[src/rtl/sts_pkg.sv]
// shared constants and types for the taylor series sine block
`timescale 1ns / 1ps

package sts_pkg;

   localparam int FRAC_BITS   = 28;
   localparam int ANGLE_W     = 32;
   localparam int SINE_W      = 30;
   localparam int TERMS_W     = 5;
   localparam int EPS_W       = 29;
   localparam logic [EPS_W-1:0] EPS_RESET = 29'd16;

   localparam int MUL_A_W     = 36;
   localparam int MUL_B_W     = 17;
   localparam int MUL_P_W     = MUL_A_W + MUL_B_W;
   localparam int ACC_W       = 70;

   localparam int RECIP_SHIFT = 36;
   localparam int RECIP_W     = 34;
   localparam int DIV_W       = 12;

   typedef struct packed {
      logic [MUL_A_W-1:0] a;
      logic [MUL_B_W-1:0] b;
   } mul_op_type;

endpackage

[src/rtl/sts_mul.sv]
// shared registered multiplier used by the series sequencer
`timescale 1ns / 1ps

module sts_mul (
   input  logic                         clock,
   input  sts_pkg::mul_op_type          mul_op,
   output logic [sts_pkg::MUL_P_W-1:0]  mul_p
);

   logic [sts_pkg::MUL_P_W-1:0] prod_ff;
   logic [sts_pkg::MUL_P_W-1:0] prod_in;

   assign prod_in = sts_pkg::MUL_P_W'(mul_op.a) * sts_pkg::MUL_P_W'(mul_op.b);

   always_ff @(posedge clock) begin
      prod_ff <= prod_in;
   end

   assign mul_p = prod_ff;

endmodule

[src/rtl/taylor_series_sine.sv]
// taylor series sine: sequencer, term recurrence and result register
// one request at a time: req_stall holds new requests off until the sequencer is idle; each term runs
// three multiply steps on the single 36x17 multiplier (times x squared, reciprocal, check)
// a finished result waits in the output register while the next request is taken
// reset: synchronous, clears the sequencer and rsp_valid, sets epsilon to 16
`timescale 1ns / 1ps

module taylor_series_sine #(
   parameter int MAX_TERMS = 16
) (
   input  logic                                clock,
   input  logic                                reset,
   input  logic                                req_valid,
   output logic                                req_stall,
   input  logic signed [sts_pkg::ANGLE_W-1:0]  req_angle,
   output logic                                rsp_valid,
   input  logic                                rsp_stall,
   output logic signed [sts_pkg::SINE_W-1:0]   rsp_sine,
   output logic [sts_pkg::TERMS_W-1:0]         rsp_terms_used,
   output logic                                rsp_truncated,
   input  logic                                csr_wr_en,
   input  logic [sts_pkg::EPS_W-1:0]           csr_wr_data
);

   localparam int NW = $clog2(MAX_TERMS + 1);
   localparam int IW = $clog2(MAX_TERMS);
   localparam int SUM_W = 35;

   localparam logic [3:0] ST_IDLE   = 4'd0;
   localparam logic [3:0] ST_SQ_LO  = 4'd1;
   localparam logic [3:0] ST_SQ_HI  = 4'd2;
   localparam logic [3:0] ST_SQ_END = 4'd3;
   localparam logic [3:0] ST_ADD    = 4'd4;
   localparam logic [3:0] ST_MX_LO  = 4'd5;
   localparam logic [3:0] ST_MX_HI  = 4'd6;
   localparam logic [3:0] ST_MX_END = 4'd7;
   localparam logic [3:0] ST_DR_LO  = 4'd8;
   localparam logic [3:0] ST_DR_HI  = 4'd9;
   localparam logic [3:0] ST_DR_END = 4'd10;
   localparam logic [3:0] ST_QD     = 4'd11;
   localparam logic [3:0] ST_QD_END = 4'd12;
   localparam logic [3:0] ST_FIN    = 4'd13;

   localparam logic signed [sts_pkg::ANGLE_W-1:0] ANGLE_LIM = 32'sd1073741824;
   localparam logic signed [sts_pkg::ANGLE_W-1:0] ANGLE_NLIM = -32'sd1073741824;
   localparam logic signed [SUM_W-1:0] SUM_ONE  = 35'sd268435456;
   localparam logic signed [SUM_W-1:0] SUM_NONE = -35'sd268435456;

   // reciprocal and divisor tables for (2n)(2n+1)
   logic [sts_pkg::RECIP_W-1:0] recip_tab [MAX_TERMS];
   logic [sts_pkg::DIV_W-1:0]   div_tab   [MAX_TERMS];

   assign recip_tab[0] = '0;
   assign div_tab[0]   = '0;

   for (genvar g = 1; g < MAX_TERMS; g++) begin : g_tab
      localparam longint unsigned DV = longint'((2 * g) * (2 * g + 1));
      localparam longint unsigned RV = (64'd1 << sts_pkg::RECIP_SHIFT) / DV;
      assign recip_tab[g] = sts_pkg::RECIP_W'(RV);
      assign div_tab[g]   = sts_pkg::DIV_W'(DV);
   end

   logic [3:0]                     state_ff, state_in;
   logic [sts_pkg::EPS_W-1:0]      eps_ff, eps_in;
   logic                           neg_ff, neg_in;
   logic [30:0]                    mag_ff, mag_in;
   logic [32:0]                    x2_ff, x2_in;
   logic [31:0]                    m_ff, m_in;
   logic [35:0]                    d_ff, d_in;
   logic [33:0]                    q_ff, q_in;
   logic [sts_pkg::MUL_P_W-1:0]    lo_ff, lo_in;
   logic signed [SUM_W-1:0]        sum_ff, sum_in;
   logic [NW-1:0]                  n_ff, n_in;
   logic                           trunc_ff, trunc_in;
   logic                           rsp_valid_ff, rsp_valid_in;
   logic [sts_pkg::SINE_W-1:0]     sine_ff, sine_in;
   logic [sts_pkg::TERMS_W-1:0]    terms_ff, terms_in;
   logic                           trunc_out_ff, trunc_out_in;

   sts_pkg::mul_op_type            mul_op;
   logic [sts_pkg::MUL_P_W-1:0]    mul_p;
   logic [sts_pkg::ACC_W-1:0]      full;
   logic [sts_pkg::RECIP_W-1:0]    recip;
   logic [sts_pkg::DIV_W-1:0]      div;

   sts_mul u_mul (
      .clock  (clock),
      .mul_op (mul_op),
      .mul_p  (mul_p)
   );

   assign full  = sts_pkg::ACC_W'(lo_ff) + (sts_pkg::ACC_W'(mul_p) << sts_pkg::MUL_B_W);
   assign recip = recip_tab[n_ff[IW-1:0]];
   assign div   = div_tab[n_ff[IW-1:0]];

   assign req_stall = (state_ff != ST_IDLE);

   always_comb begin
      logic signed [SUM_W-1:0] sum_nx;
      logic signed [SUM_W-1:0] term_s;
      logic [37:0]             rem;
      logic [33:0]             q_fix;
      logic                    load;

      state_in     = state_ff;
      eps_in       = eps_ff;
      neg_in       = neg_ff;
      mag_in       = mag_ff;
      x2_in        = x2_ff;
      m_in         = m_ff;
      d_in         = d_ff;
      q_in         = q_ff;
      lo_in        = lo_ff;
      sum_in       = sum_ff;
      n_in         = n_ff;
      trunc_in     = trunc_ff;
      sine_in      = sine_ff;
      terms_in     = terms_ff;
      trunc_out_in = trunc_out_ff;
      mul_op       = '0;
      load         = 1'b0;
      sum_nx       = '0;
      term_s       = $signed(SUM_W'(m_ff));
      rem          = '0;
      q_fix        = '0;

      if (csr_wr_en) begin
         eps_in = csr_wr_data;
      end

      unique case (state_ff)
         ST_IDLE: begin
            if (req_valid) begin
               neg_in = req_angle[sts_pkg::ANGLE_W-1];
               if (req_angle > ANGLE_LIM || req_angle < ANGLE_NLIM) begin
                  mag_in = 31'(ANGLE_LIM);
               end else if (req_angle[sts_pkg::ANGLE_W-1]) begin
                  mag_in = 31'(-req_angle);
               end else begin
                  mag_in = 31'(req_angle);
               end
               sum_in   = '0;
               n_in     = NW'(1);
               state_in = ST_SQ_LO;
            end
         end
         ST_SQ_LO: begin
            mul_op.a = sts_pkg::MUL_A_W'(mag_ff);
            mul_op.b = mag_ff[16:0];
            state_in = ST_SQ_HI;
         end
         ST_SQ_HI: begin
            mul_op.a = sts_pkg::MUL_A_W'(mag_ff);
            mul_op.b = sts_pkg::MUL_B_W'(mag_ff[30:17]);
            lo_in    = mul_p;
            state_in = ST_SQ_END;
         end
         ST_SQ_END: begin
            x2_in    = full[sts_pkg::FRAC_BITS+32:sts_pkg::FRAC_BITS];
            m_in     = 32'(mag_ff);
            state_in = ST_ADD;
         end
         ST_ADD: begin
            sum_nx = neg_ff ? (sum_ff - term_s) : (sum_ff + term_s);
            sum_in = sum_nx;
            priority if (m_ff < 32'(eps_ff)) begin
               trunc_in = 1'b0;
               state_in = ST_FIN;
            end else if (n_ff == NW'(MAX_TERMS)) begin
               trunc_in = 1'b1;
               state_in = ST_FIN;
            end else begin
               state_in = ST_MX_LO;
            end
         end
         ST_MX_LO: begin
            mul_op.a = sts_pkg::MUL_A_W'(m_ff);
            mul_op.b = x2_ff[16:0];
            state_in = ST_MX_HI;
         end
         ST_MX_HI: begin
            mul_op.a = sts_pkg::MUL_A_W'(m_ff);
            mul_op.b = sts_pkg::MUL_B_W'(x2_ff[32:17]);
            lo_in    = mul_p;
            state_in = ST_MX_END;
         end
         ST_MX_END: begin
            d_in     = full[sts_pkg::FRAC_BITS+35:sts_pkg::FRAC_BITS];
            state_in = ST_DR_LO;
         end
         ST_DR_LO: begin
            mul_op.a = d_ff;
            mul_op.b = recip[16:0];
            state_in = ST_DR_HI;
         end
         ST_DR_HI: begin
            mul_op.a = d_ff;
            mul_op.b = recip[33:17];
            lo_in    = mul_p;
            state_in = ST_DR_END;
         end
         ST_DR_END: begin
            q_in     = full[sts_pkg::RECIP_SHIFT+33:sts_pkg::RECIP_SHIFT];
            state_in = ST_QD;
         end
         ST_QD: begin
            mul_op.a = sts_pkg::MUL_A_W'(q_ff);
            mul_op.b = sts_pkg::MUL_B_W'(div);
            state_in = ST_QD_END;
         end
         ST_QD_END: begin
            // estimate is low by at most one
            rem      = 38'(d_ff) - mul_p[37:0];
            q_fix    = (rem >= 38'(div)) ? (q_ff + 34'd1) : q_ff;
            m_in     = q_fix[31:0];
            neg_in   = !neg_ff;
            n_in     = NW'(n_ff + 1'b1);
            state_in = ST_ADD;
         end
         ST_FIN: begin
            if (!rsp_valid_ff || !rsp_stall) begin
               load = 1'b1;
               priority if (sum_ff > SUM_ONE) begin
                  sine_in = sts_pkg::SINE_W'(SUM_ONE);
               end else if (sum_ff < SUM_NONE) begin
                  sine_in = sts_pkg::SINE_W'(SUM_NONE);
               end else begin
                  sine_in = sts_pkg::SINE_W'(sum_ff);
               end
               terms_in     = sts_pkg::TERMS_W'(n_ff);
               trunc_out_in = trunc_ff;
               state_in     = ST_IDLE;
            end
         end
         default: begin
            state_in = ST_IDLE;
         end
      endcase

      if (load) begin
         rsp_valid_in = 1'b1;
      end else if (rsp_valid_ff && !rsp_stall) begin
         rsp_valid_in = 1'b0;
      end else begin
         rsp_valid_in = rsp_valid_ff;
      end
   end

   always_ff @(posedge clock) begin
      if (reset) begin
         state_ff     <= ST_IDLE;
         eps_ff       <= sts_pkg::EPS_RESET;
         rsp_valid_ff <= 1'b0;
      end else begin
         state_ff     <= state_in;
         eps_ff       <= eps_in;
         rsp_valid_ff <= rsp_valid_in;
      end
   end

   always_ff @(posedge clock) begin
      neg_ff       <= neg_in;
      mag_ff       <= mag_in;
      x2_ff        <= x2_in;
      m_ff         <= m_in;
      d_ff         <= d_in;
      q_ff         <= q_in;
      lo_ff        <= lo_in;
      sum_ff       <= sum_in;
      n_ff         <= n_in;
      trunc_ff     <= trunc_in;
      sine_ff      <= sine_in;
      terms_ff     <= terms_in;
      trunc_out_ff <= trunc_out_in;
   end

   assign rsp_valid      = rsp_valid_ff;
   assign rsp_sine       = $signed(sine_ff);
   assign rsp_terms_used = terms_ff;
   assign rsp_truncated  = trunc_out_ff;

   a_accept_starts: assert property (@(posedge clock) disable iff (reset)
      (req_valid && !req_stall) |=> (state_ff == ST_SQ_LO))
      else $error("accepted request did not start the square pass");

   a_sine_range: assert property (@(posedge clock) disable iff (reset)
      rsp_valid |-> (rsp_sine <= 30'sd268435456 && rsp_sine >= -30'sd268435456))
      else $error("sine outside saturation range");

   a_trunc_terms: assert property (@(posedge clock) disable iff (reset)
      (rsp_valid && rsp_truncated) |-> (rsp_terms_used == sts_pkg::TERMS_W'(MAX_TERMS)))
      else $error("truncated result without full term count");

   a_term_bound: assert property (@(posedge clock) disable iff (reset)
      (state_ff == ST_ADD) |-> (n_ff != '0 && n_ff <= NW'(MAX_TERMS)))
      else $error("term index out of range");

endmodule
[config.mk]
export PLATFORM = sky130hd
export DESIGN_NAME = taylor_series_sine
export DESIGN_NICKNAME = d
export VERILOG_FILES = /design/src/rtl/sts_pkg.sv /design/src/rtl/sts_mul.sv /design/src/rtl/taylor_series_sine.sv
export SDC_FILE = /design/constraint.sdc
export NUM_CORES = 2
export LEC_CHECK = 0
export BUFFER_PORTS_ARGS = -buffer_cell sky130_fd_sc_hd__buf_2
export CAP_MARGIN = 20
export CORE_MARGIN = 4
export CORE_UTILIZATION = 56
export CTS_CLUSTER_SIZE = 14
export DETAILED_ROUTE_END_ITERATION = 7
export PLACE_DENSITY = 0.73
export SLEW_MARGIN = 10
export SYNTH_ARGS = -nofsm -noshare
export SYNTH_HDL_FRONTEND = slang
export SYNTH_SLANG_ARGS = --single-unit
[constraint.sdc]
create_clock -name clock -period 9.3 [get_ports clock]
set_clock_uncertainty 0.15 [all_clocks]
set_input_delay 1.395 -clock clock [delete_from_list [all_inputs] [get_ports clock]]
set_output_delay 1.395 -clock clock [all_outputs]
set_load 0.05 [all_outputs]
== Word-level counts from Yosys, hierarchy flattened ==
Memories as Yosys holds them, arrays and structs flattened.
Index checks and enable logic that the tools add are counted.

* $add $sub $neg: 7
* Reductions and logical operators: 22
* Multiplexer cells: 26
* Magnitude comparators: 7
* Equality and inequality tests: 16
* $mul: 1
* Bitwise operators: 1

{| class="wikitable"
|+ Operators by type and width
! operator !! number
|-
| $pmux W53 S7 || 1
|-
| $add A53 B70 Y70 || 1
|-
| $mux W35 || 2
|-
| $pmux W35 S2 || 1
|-
| $mux W34 || 2
|-
| $pmux W32 S2 || 1
|-
| $mul A36 B17 Y53 || 1
|-
| $pmux W4 S13 || 1
|-
| $ge A38 B12 Y1 || 1
|-
| $sub A36 B38 Y38 || 1
|-
| $add A35 B33 Y35 || 1
|-
| $gt A35 B30 Y1 const B || 1
|-
| $lt A35 B29 Y1 const B || 1
|-
| $sub A35 B33 Y35 || 1
|-
| $add A32 B1 Y32 const B || 1
|-
| $gt A32 B32 Y1 const B || 1
|-
| $lt A32 B29 Y1 || 1
|-
| $lt A32 B31 Y1 const B || 1
|-
| $mux W32 || 1
|-
| $mux W31 || 1
|-
| $neg A31 Y31 || 1
|-
| $mux W30 || 1
|-
| $eq A4 B4 Y1 const B || 6
|-
| $mux W12 || 2
|-
| 22 further kinds || 48
|}

* Bits in read-only memories: 736
* Word-level logic and storage cells: 100
* Input bits: 66
* Register bits: 384
* Output and inout port bits: 38
* Memories: 2

{| class="wikitable"
|+ Memory list
! name !! words !! width !! rd ports !! clocked after memory_dff !! wr ports !! RTL line !! text
|-
| (name not given) || 16 || 34 || 1 || 0 || 0 || taylor_series_sine.sv:93 || <nowiki>assign recip = recip_tab[n_ff[IW-1:0]];</nowiki>
|-
| (name not given) || 16 || 12 || 1 || 0 || 0 || taylor_series_sine.sv:94 || <nowiki>assign div = div_tab[n_ff[IW-1:0]];</nowiki>
|}

== Longest topological paths before layout ==
* Depth in word-level cells: 7
* Depth in mapped cells: 36

== Modules after synthesis ==
Synthesis repeated with hierarchy kept, for this count alone.

* Cell total of the unflattened synthesis: 4559
* Area total of the unflattened synthesis: 41557.4 µm²

{| class="wikitable"
|+ Modules (own cells, without submodules)
! module !! cells each !! instances !! sequential area each (µm²) !! area each (µm²)
|-
| taylor_series_sine || 2220 || 1 || 9088.7 || 21187.8
|-
| sts_mul || 2339 || 1 || 1061.0 || 20369.5
|}

== Worst setup path before layout ==
OpenSTA, ideal clock, no wires.

* Path kind: reg2reg
* From: register n_ff[0]
* To: register u_mul.prod_ff (netlist bit u_mul.mul_p[48])
* Path slack: 0.602 ns
* Arrival: 8.476 ns
* Required time: 9.078 ns
* Cell stages (with the launch flop): 33
* Buffers on the path: 2
* Cell sequence: edfxtp_1 > clkbuf_1 > inv_1 > ha_1 > nor2_1 > nor3_1 > a31oi_1 > nor2_1 > nor4_1 > clkbuf_1 > nor2_1 > fa_1 > inv_1 > fa_1 > fa_1 > inv_1 > fa_1 > fa_1 > inv_1 > fa_1 > inv_1 > ha_1 > and2_1 > and4_1 > a211o_1 > a221oi_1 > o41a_1 > o211ai_1 > nand2_1 > o211ai_1 > a221o_1 > a21oi_1 > xnor2_1

* Cells in the longest elaborated chain, start to end: 6
* Elaborated cells between the ends (all ways): 9
* Those cells by class: 1 x mul; 5 x mux; 1 x bitwise; 2 x memory

{| class="wikitable"
|+ Ends and longest elaborated chain
! what !! RTL line !! text
|-
| start, declared || taylor_series_sine.sv:73 || <nowiki>logic [NW-1:0] n_ff, n_in;</nowiki>
|-
| start signal, assigned || taylor_series_sine.sv:270 || <nowiki>n_ff <= n_in;</nowiki>
|-
| $not A4 Y5 (implied by the code) * || taylor_series_sine.sv:93, taylor_series_sine.sv:94 ||
|-
| $mem_v2 Z16 W12 or $mem_v2 Z16 W34 (tied branches) || n/a ||
|-
| $mux W12 (implied by the code) or $mux W34 (tied branches) (2 in a row) || taylor_series_sine.sv:94, taylor_series_sine.sv:93 ||
|-
| $pmux W53 S7 * || taylor_series_sine.sv:131 || <nowiki>unique case (state_ff)</nowiki>
|-
| $mul A36 B17 Y53 * || sts_mul.sv:13 || <nowiki>assign prod_in = sts_pkg::MUL_P_W'(mul_op.a) * sts_pkg::MUL_P_W'(mul_op.b);</nowiki>
|-
| named net u_mul.prod_in (one bit) || sts_mul.sv:11 || <nowiki>logic [sts_pkg::MUL_P_W-1:0] prod_in;</nowiki>
|-
| end signal, assigned || sts_mul.sv:16 || <nowiki>prod_ff <= prod_in;</nowiki>
|-
| end, declared || sts_mul.sv:10 || <nowiki>logic [sts_pkg::MUL_P_W-1:0] prod_ff;</nowiki>
|}

The timed path passes the listed nets; every way through them passes the cells marked *. The select of a mux whose other input is x is not followed.
A chain may end at the register's enable or synchronous reset.

== Worst setup path after layout ==
* From: register n_ff[0]
* To: register u_mul.prod_ff (netlist bit u_mul.mul_p[52])

The elaborated chain is that of the path after synthesis.

==> metrics.csv <==
metric,value,unit
status,finished clean,
port_buffers,103,
finalNetCount,5463,
slew_headroom,18.2,%
post_synth_num_cell_types,82,
worstSkewPairLatency,580,ps
synth.cells.most_frequent,"inv_1, nor2_1, fa_1, nand2_1, ha_1",
power.switching,2830,µW
synth_top_area_cell,fa_1,
design.portCount,104,
ant_nets,0,
holdCritPathClass,reg2reg,
estimated_wirelength_of_the_detail_placed_design,108000,µm
routed-via-count,34100,
synth-seq-cells,367,
maxCapViolations,0,
critical-path-top-cell-by-count,fa_1,
layout-area-overhead-vs-synth,8.71,%
global_route.overflow_total,0,
die_width,279,µm
worst-slew-pin-transition,1200,ps
final-hold-violation-count,0,
clock_tree.buffer_depth,3,
number_of_global_route_vias_before_repair,33700,
tritoncts,built,
detail_route.wl_per_cell,23.5,µm
worst_path_max_delay_cell,o311ai_0,
crit_required,9590,ps
share_seq_of_total_power,33.1,%
syn-cell-area,41000,µm²
yosys_warnings,0,
post_layout_minimum_cycle_time,8980,ps
cp.arrival,9270,ps
fp.coreArea,72800,µm²
power.density,150,nW/µm²
crit_path_end_kind,flip-flop,
final_period_utilization,96.5,%
ys_top_cells_by_area,"fa_1, edfxtp_1, ha_1",
cts_max_level,2,
place_congestion,1.05,
floorplan.die_area,77700,µm²
timing.reg2reg.worst_path_depth,31,
maximum_single_stage_delay_on_the_critical_path,550,ps
antenna_found_initial,4,
postSynthNetCount,5364,
non_filler_cells_in_the_finished_layout,5595,
p_leak,0.0202,µW
grt_max_degree,62,
r2r-start,n_ff[0]$_SDFFCE_PN1P_,
achievable-frequency,111,MHz
synth_enable_flop_cells,280,
critPathCapture,u_mul.mul_p[52]$_DFF_P_,
timing_max_transition_violations_final,0,
timing.critical_path.fanout_max,11,
power.clock.fraction,23.0,%
cts_made_buffers,39,
synth_most_common_cell,inv_1,
setup_viol,0,
grt_pass1_wl,202000,µm
internal-power,3880,µW
clock-root-buffer,clkbuf_16,
detail_route.vias_per_cell,6.09,
globalRouteTotalUtil,34.0,%
sequential_cell_area_fraction_in_the_yosys_report,24.7,%
layout-drive-gt1-share,7.66,%
wl,132000,µm
detail_route.iter0.violations,3951,
power.share.switching,42.2,%
setup.worst_path.class,reg2reg,
clk_pin_slew,60,ps
detailedPlace.worstSlack,177,ps
fillCellCount,6285,
cts_hold_repair.buffers,0,
num_rows,99,
setup.worst_path.start,n_ff[0]$_SDFFCE_PN1P_,
first_pass_iters,6,
power.ir.vdd_worst,158,µV
timing.rr.end,u_mul.mul_p[52]$_DFF_P_,
critPathLaunchType,flip-flop,
drc,0,
pwr-share-comb,43.9,%
place_inst,5514,
die_extent_in_y,279,µm
layout_setup_ws,322,ps
initial_utilization,56.4,%
synth.avg_cell_area,9.11,µm²
tritoncts_sink_count,367,
r2r_setup_slack,320,ps
yosys.area.top_type_share,24.9,%
synthCells,4506,
async_flop_share,0,%
synth_ff_type,edfxtp_1,
report.power.total,6700,µW
## power groups by stage
stage | Clock (µW) | Sequential, µW | Combinational, µW
after floorplan | 0 | 2090 | 1920
after global placement | 0 | 2240 | 2800
after detailed placement | 0 | 2240 | 2820
after CTS | 1560 | 2210 | 2850
after global routing | 1620 | 2210 | 3190
final | 1540 | 2220 | 2940
## cells by family (layout without fill, tap and decap cells)
logic type / count (synthesis) / in the layout / share of synthesized area, %
AOI/OAI and AO/OA: 737 / 737 / 12.3
xor gates and xnor gates: 192 / 192 / 4.10
DFF: 367 / 367 / 24.7
adders and majority gates: 792 / 792 / 33.5
and+or+nand+nor: 1475 / 1475 / 16.1
buffers and inverters: 906 / 1034 / 8.41
muxes: 37 / 37 / 0.902
other: 0 / 2 / 0
## what timing repair did
action / in CTS / in global routing
gates resized for setup: 0 / 19
setup endpoints to repair: 0 / 13
setup buffers: 0 / 6
## through the flow
stage	area [µm²]	TNS, ps	hold slack [ps]	utilization (%)
2_1_floorplan	41000	0	250	-
3_3_place_gp	43200	0	307	59.3
3_5_place_dp	43200	0	305	59.3
4_1_cts	44400	0	333	60.9
5_1_grt	44600	-4.26	344	61.3
6_report	44600	0	332	61.3
## registers in the layout, summed over array words and instances, names as in the netlist
signal          count
d_ff               36
eps_ff             29
lo_ff              36
m_ff               32
mag_ff             31
n_ff                5
neg_ff              1
q_ff               34
rsp_sine           30
rsp_terms_used      5
rsp_truncated       1
rsp_valid           1
state_ff            4
sum_ff             35
trunc_ff            1
u_mul.mul_p        53
x2_ff              33
## metal layers
metal | wire, µm | vias up | track usage [%]
li1 | - | 15100 | -
met2 | 59700 | 1916 | 53.8
met4 | 8020 | 0 | 16.2
met1 | 50500 | 16700 | 46.1
met5 | 0 | - | 0
met3 | 13500 | 382 | 5.59
## cell type report
cell class | count | area, µm² | share of cell area, %
tap | 959 | 1200 | 2.69
multi-input combinational | 3233 | 27700 | 62.1
antenna | 2 | 5.00 | 0.0112
clock buffer | 59 | 1140 | 2.56
inverter | 729 | 2740 | 6.14
clock inverter | 11 | 72.6 | 0.163
sequential | 367 | 10100 | 22.7
timing repair buffer | 235 | 1630 | 3.64
## critical path, delay by kind of cell (launching register included)
kind / cells / cell delay, ps
AOI/OAI and AO/OA: 8 / 2210
buffers and inverters: 9 / 1130
and+or+nand+nor: 6 / 1140
adders and majority gates: 8 / 3750
DFF: 1 / 440
## how the worst min path moves through the flow
stage,from,to,slack (ps),cells after the start
floorplan,trunc_ff$_SDFFCE_PN0P_,rsp_truncated$_DFFE_PP_,250,0
global placement,trunc_ff$_SDFFCE_PN0P_,rsp_truncated$_DFFE_PP_,310,0
detailed placement,u_mul.mul_p[52]$_DFF_P_,lo_ff[52]$_DFFE_PP_,310,0
CTS,u_mul.mul_p[50]$_DFF_P_,lo_ff[50]$_DFFE_PP_,330,0
global route,u_mul.mul_p[50]$_DFF_P_,lo_ff[50]$_DFFE_PP_,340,0
finish,u_mul.mul_p[52]$_DFF_P_,lo_ff[52]$_DFFE_PP_,330,0
## cells in the final DEF (no fill, tap or decap), types with 77 or more instances in the layout
cell type  Yosys  final
a21oi_1      171    170
nor2_1       562    555
nand2_1      445    445
edfxtp_1     280    280
inv_1        728    727
xnor2_1      115    115
buf_4          0    122
ha_1         281    281
o21ai_0      128    125
dfxtp_1       87     87
xor2_1        77     77
buf_2          3    103
fa_1         511    511
No activity file was read; power rests on OpenSTA's default activity.
